--- src/design/mpfd_pkg.sv ---
// Shared constants, types and codes of the page frame store drawing unit.
package mpfd_pkg;

  localparam int PANEL_WIDTH  = 128;
  localparam int PANEL_HEIGHT = 64;
  localparam int STORE_DEPTH  = 1024;

  localparam int ADDR_W = 10;
  localparam int CRD_W  = 16;
  localparam int POS_W  = 7;
  localparam int ROW_W  = 6;
  localparam int PAGE_W = 3;
  localparam int CNT_W  = 8;

  localparam logic [2:0] ACT_PIXEL  = 3'd0;
  localparam logic [2:0] ACT_HLINE  = 3'd1;
  localparam logic [2:0] ACT_VLINE  = 3'd2;
  localparam logic [2:0] ACT_RDPIX  = 3'd3;
  localparam logic [2:0] ACT_RDBYTE = 3'd4;
  localparam logic [2:0] ACT_CLEAR  = 3'd5;

  localparam logic [1:0] COLOR_BLACK   = 2'd0;
  localparam logic [1:0] COLOR_WHITE   = 2'd1;
  localparam logic [1:0] COLOR_INVERSE = 2'd2;

  localparam logic [1:0] ROT_0   = 2'd0;
  localparam logic [1:0] ROT_90  = 2'd1;
  localparam logic [1:0] ROT_180 = 2'd2;
  localparam logic [1:0] ROT_270 = 2'd3;

  localparam logic [1:0] ROT_RESET = ROT_90;

  typedef enum logic [2:0] {
    ST_CLR, ST_IDLE, ST_XFORM, ST_CLIP, ST_PREP, ST_RD, ST_MOD, ST_DONE
  } state_e;

  typedef enum logic [2:0] {
    RK_NONE, RK_DRAW, RK_RDPIX, RK_RDBYTE, RK_CLEAR
  } kind_e;

  typedef struct packed {
    logic load;
    logic xform;
    logic clip;
    logic prep;
    logic rd;
    logic modify;
    logic sweep;
    logic emit;
  } cmd_t;

  typedef struct packed {
    kind_e kind;
    logic  last;
    logic  sweep_last;
    logic  out_full;
  } sts_t;

endpackage

--- src/design/mpfd_ctrl.sv ---
// Controller state machine of the drawing unit.
module mpfd_ctrl import mpfd_pkg::*; (
  input  logic clk_i,
  input  logic rst_ni,
  input  logic in_valid_i,
  output logic in_ready_o,
  input  sts_t sts_i,
  output cmd_t cmd_o
);
  state_e state_q, state_d;
  logic   from_cmd_q, from_cmd_d;

  always_ff @(posedge clk_i or negedge rst_ni) begin
    if (!rst_ni) begin
      state_q    <= ST_CLR;
      from_cmd_q <= 1'b0;
    end else begin
      state_q    <= state_d;
      from_cmd_q <= from_cmd_d;
    end
  end

  always_comb begin
    state_d    = state_q;
    from_cmd_d = from_cmd_q;
    case (state_q)
      ST_CLR: begin
        if (sts_i.sweep_last) begin
          state_d    = from_cmd_q ? ST_DONE : ST_IDLE;
          from_cmd_d = 1'b0;
        end
      end
      ST_IDLE:  if (in_valid_i) state_d = ST_XFORM;
      ST_XFORM: state_d = ST_CLIP;
      ST_CLIP:  state_d = ST_PREP;
      ST_PREP: begin
        if (sts_i.kind == RK_CLEAR) begin
          state_d    = ST_CLR;
          from_cmd_d = 1'b1;
        end else if (sts_i.kind == RK_NONE) begin
          state_d = ST_DONE;
        end else begin
          state_d = ST_RD;
        end
      end
      ST_RD: state_d = ST_MOD;
      ST_MOD: begin
        if (sts_i.kind != RK_DRAW || sts_i.last) state_d = ST_DONE;
        else state_d = ST_RD;
      end
      ST_DONE: if (!sts_i.out_full) state_d = ST_IDLE;
      default: state_d = ST_IDLE;
    endcase
  end

  always_comb begin
    cmd_o        = '0;
    cmd_o.load   = (state_q == ST_IDLE) && in_valid_i;
    cmd_o.xform  = (state_q == ST_XFORM);
    cmd_o.clip   = (state_q == ST_CLIP);
    cmd_o.prep   = (state_q == ST_PREP);
    cmd_o.rd     = (state_q == ST_RD);
    cmd_o.modify = (state_q == ST_MOD);
    cmd_o.sweep  = (state_q == ST_CLR);
    cmd_o.emit   = (state_q == ST_DONE) && !sts_i.out_full;
  end

  assign in_ready_o = (state_q == ST_IDLE);
endmodule

--- config.mk ---
export PLATFORM = sky130hd
export DESIGN_NAME = mpfd_ctrl
export DESIGN_NICKNAME = d
export VERILOG_FILES = /design/src/design/mpfd_pkg.sv /design/src/design/mpfd_ctrl.sv
export SDC_FILE = /design/constraint.sdc
export NUM_CORES = 1
export LEC_CHECK = 0
export BUFFER_PORTS_ARGS = -buffer_cell sky130_fd_sc_hd__buf_4
export CORE_AREA = 2 2 39 41
export DETAILED_ROUTE_END_ITERATION = 8
export DIE_AREA = 0 0 41 43
export PLACE_DENSITY = 0.6
export RECOVER_POWER = 50
export SYNTH_ARGS = -nofsm -noshare
export SYNTH_HDL_FRONTEND = slang
export SYNTH_SLANG_ARGS = --single-unit
--- constraint.sdc ---
create_clock -name clk_i -period 1.27 [get_ports clk_i]
set_clock_uncertainty 0.05 [all_clocks]
set_input_delay 0 -clock clk_i [delete_from_list [all_inputs] [get_ports clk_i]]
set_output_delay 0 -clock clk_i [all_outputs]
set_load 0.01 [all_outputs]
==> results.tsv <==
metric	value	unit
initial antenna violation count	0	
port bufs	17	
global route overflow	0	
Pwr per Cell Area	2460	mW/mm^2
Synth cell types	24	
RSZ-0062 raised after global routing	true	
n_diodes	0	
Syn Nets	50	
internal power	0.00123	W
leakage	0.375	nW
part of the power in registers	0.151	
initial core utilization	0.260	
Final Hold Fails	0	
Syn Area/Cell	8.79	sq um
via count	468	
power share of the clock group	0.082	
area of the core	0.00138	sq mm
Final min period	1.41	ns
final setup vio count	6	
crit path max-delay cell type	dfrtp_2	
Routed WL	1130	um
CTS tree	yes	
die height	43	um
outcome	finished with violations	
vias per cell	4.82	
maximum vdd ir drop	872	uV
clock tree root buffer cell	clkbuf_4	
Max transition margin	0.805	
Reg clk slew, reported paths	0.04	ns
largest net degree at the start of global routing	8	
num rows	14	
Final Cycle Share	1.11	
max incr delay on CP	0.42	ns
Iteration-0 DRC Markers	7	
Switching Share	0.372	
Cells after Synth	41	
gr usage total	0.151	
sequential area share after synthesis	0.278	
critical path data required time	1.35	ns
Post-synth EDFFs	0	
die area	0.00176	sq mm
fraction of layout cells with a size suffix above 1	0.716	
final worst slack	-0.135	ns
area grow syn2layout	121	%
clock latency on the worst-skew pair	0.24	ns
Die W	41	um
worst-case clock buffer depth	2	
cts bufs inserted	3	
Synth Flop Type	dfrtp_1	
hpwl dp	856	um
H-tree depth	1	
drt pass-1 iters	3	
# IOs	18	
crit path kind	flip-flop to flip-flop	
Overall Power	0.00196	W
GPL Wtd Cong	0.817	
failing checks	negative setup slack	
dpl ws	-0.0618	ns
first-pass GRT wire length	1740	um
Ys Warns	0	
net switching power	0.000729	W
CP startpoint kind	flip-flop	
Hold Crit Class	primary input to asynchronous set/reset pin	
routed wire length per instance	11.6	um
flops & latches, synth	4	
Fmax	712	MHz
worst slew pin tran	0.289	ns
fraction of registers with async set/reset	1.00	
Comb pwr share	0.767	
Worst Path Arrival	1.49	ns
Synth Cell Area	360	sq um
Final Max Tran Viols	0	
Critical Path End Type	flip-flop	
Max FO, Critical Path	4	
clock sinks	4	
number of global-route vias before repair	419	
sequence of cells on the critical path	buf_6 > nor4bb_4 > mux2_4 > a2111oi_4	
Nets	92	
DRC violations left	0	
Max-cap violations	0	
post-route ant nets	0	
-- routing by layer --
layer | vias to the layer above | routed length (um) | track usage
met1 | 215 | 453 | 0.172
met2 | 13 | 597 | 0.238
met3 | 4 | 50 | 0.0157
met5 | - | 0 | 0
met4 | 0 | 28 | 0.120
li1 | 236 | - | -
-- power by group through the flow --
| stage | Sequential [W] | Combinational, W | Clock [W] |
|---|---|---|---|
| 4_1_cts | 0.000287 | 0.00144 | 0.000165 |
| 3_3_place_gp | 0.000275 | 0.00110 | 0 |
| 5_1_grt | 0.000304 | 0.00161 | 0.000171 |
| 6_report | 0.000295 | 0.00150 | 0.000161 |
| 3_5_place_dp | 0.000278 | 0.00111 | 0 |
| 2_1_floorplan | 0.000256 | 0.000562 | 0 |
-- flip-flops by register name (all words and copies together), names as in the netlist --
name / cells
state_q: 3
from_cmd_q: 1
-- final timing paths --
path	from	end	slack, ns	depth (start not counted)
setup / recovery	state_q[2]	state_q[2]	-0.14	4
hold / removal	rst_ni	state_q[1]	0.08	2
setup reg to reg	state_q[2]	state_q[2]	-0.14	4
hold reg to reg	from_cmd_q	from_cmd_q	0.55	1
max in group asynchronous	rst_ni	state_q[2]	0.88	2
min in group clk_i	sts_i[5]	state_q[1]	0.14	4
-- final cells by class --
class	count	area, sq um
inverter	2	7.51
timing repair buffer	40	339
tap	16	20.0
multi-input combinational	32	304
sequential	4	103
clock buffer	3	22.5
fill	122	588
-- repair_timing --
item	CTS	global route
setup buffers	5	0
endpoints found under the setup margin	9	12
hold buffers	2	0
gates resized for setup	18	8
endpoints found under the hold margin	5	0
pin swaps	5	4
-- Yosys cell counts, types with 2 or more instances --
library cell  count  area share
a21oi_1           2       0.028
and3_1            2       0.035
buf_4             2       0.042
dfrtp_1           4        0.28
inv_1             2       0.021
nand2_1           2       0.021
nor2_1            5       0.052
nor3_1            3       0.042
nor4b_1           2       0.049
o21a_1            2       0.042
or2_2             2       0.035
-- layout by cell type, fill, tap and decap left out, types with 2 or more instances in the layout --
cell / synthesis / routed
dfrtp_2: 0 / 2
o21a_1: 2 / 2
and3_4: 0 / 2
nor2_1: 5 / 4
dlygate4sd3_1: 0 / 2
dfrtp_1: 4 / 2
nor4b_1: 2 / 2
buf_6: 0 / 10
buf_4: 2 / 27
clkbuf_4: 0 / 3
-- cells by family after synthesis --
| kind of cell | synth area share |
|---|---|
| and+or+nand+nor | 0.378 |
| DFF | 0.278 |
| AOI/OAI and AO/OA | 0.198 |
| buffers and inverters | 0.0729 |
| muxes | 0.0729 |
-- worst max-delay path: cells and delay by family, from the launching register on --
kind / cells / cell delay (ns)
AOI/OAI and AO/OA: 1 / 0.27
buffers and inverters: 1 / 0.13
DFF: 1 / 0.42
muxes: 1 / 0.28
and+or+nand+nor: 1 / 0.14
-- through the flow --
| step | cells | hold WS (ns) | instance area (sq um) | util | TNS [ns] |
|---|---|---|---|---|---|
| global route | 97 | 0.121 | 796 | 0.575 | -0.868 |
| CTS | 97 | 0.0422 | 773 | 0.559 | -0.530 |
| floorplan | 41 | -0.346 | 365 | - | -0.0188 |
| global placement | 88 | -0.252 | 622 | 0.449 | -0.0726 |
| finish | 97 | 0.0831 | 796 | 0.575 | -0.415 |
| detailed placement | 88 | -0.251 | 622 | 0.449 | -0.117 |
Note: power is estimated with default switching activity, not from simulation.
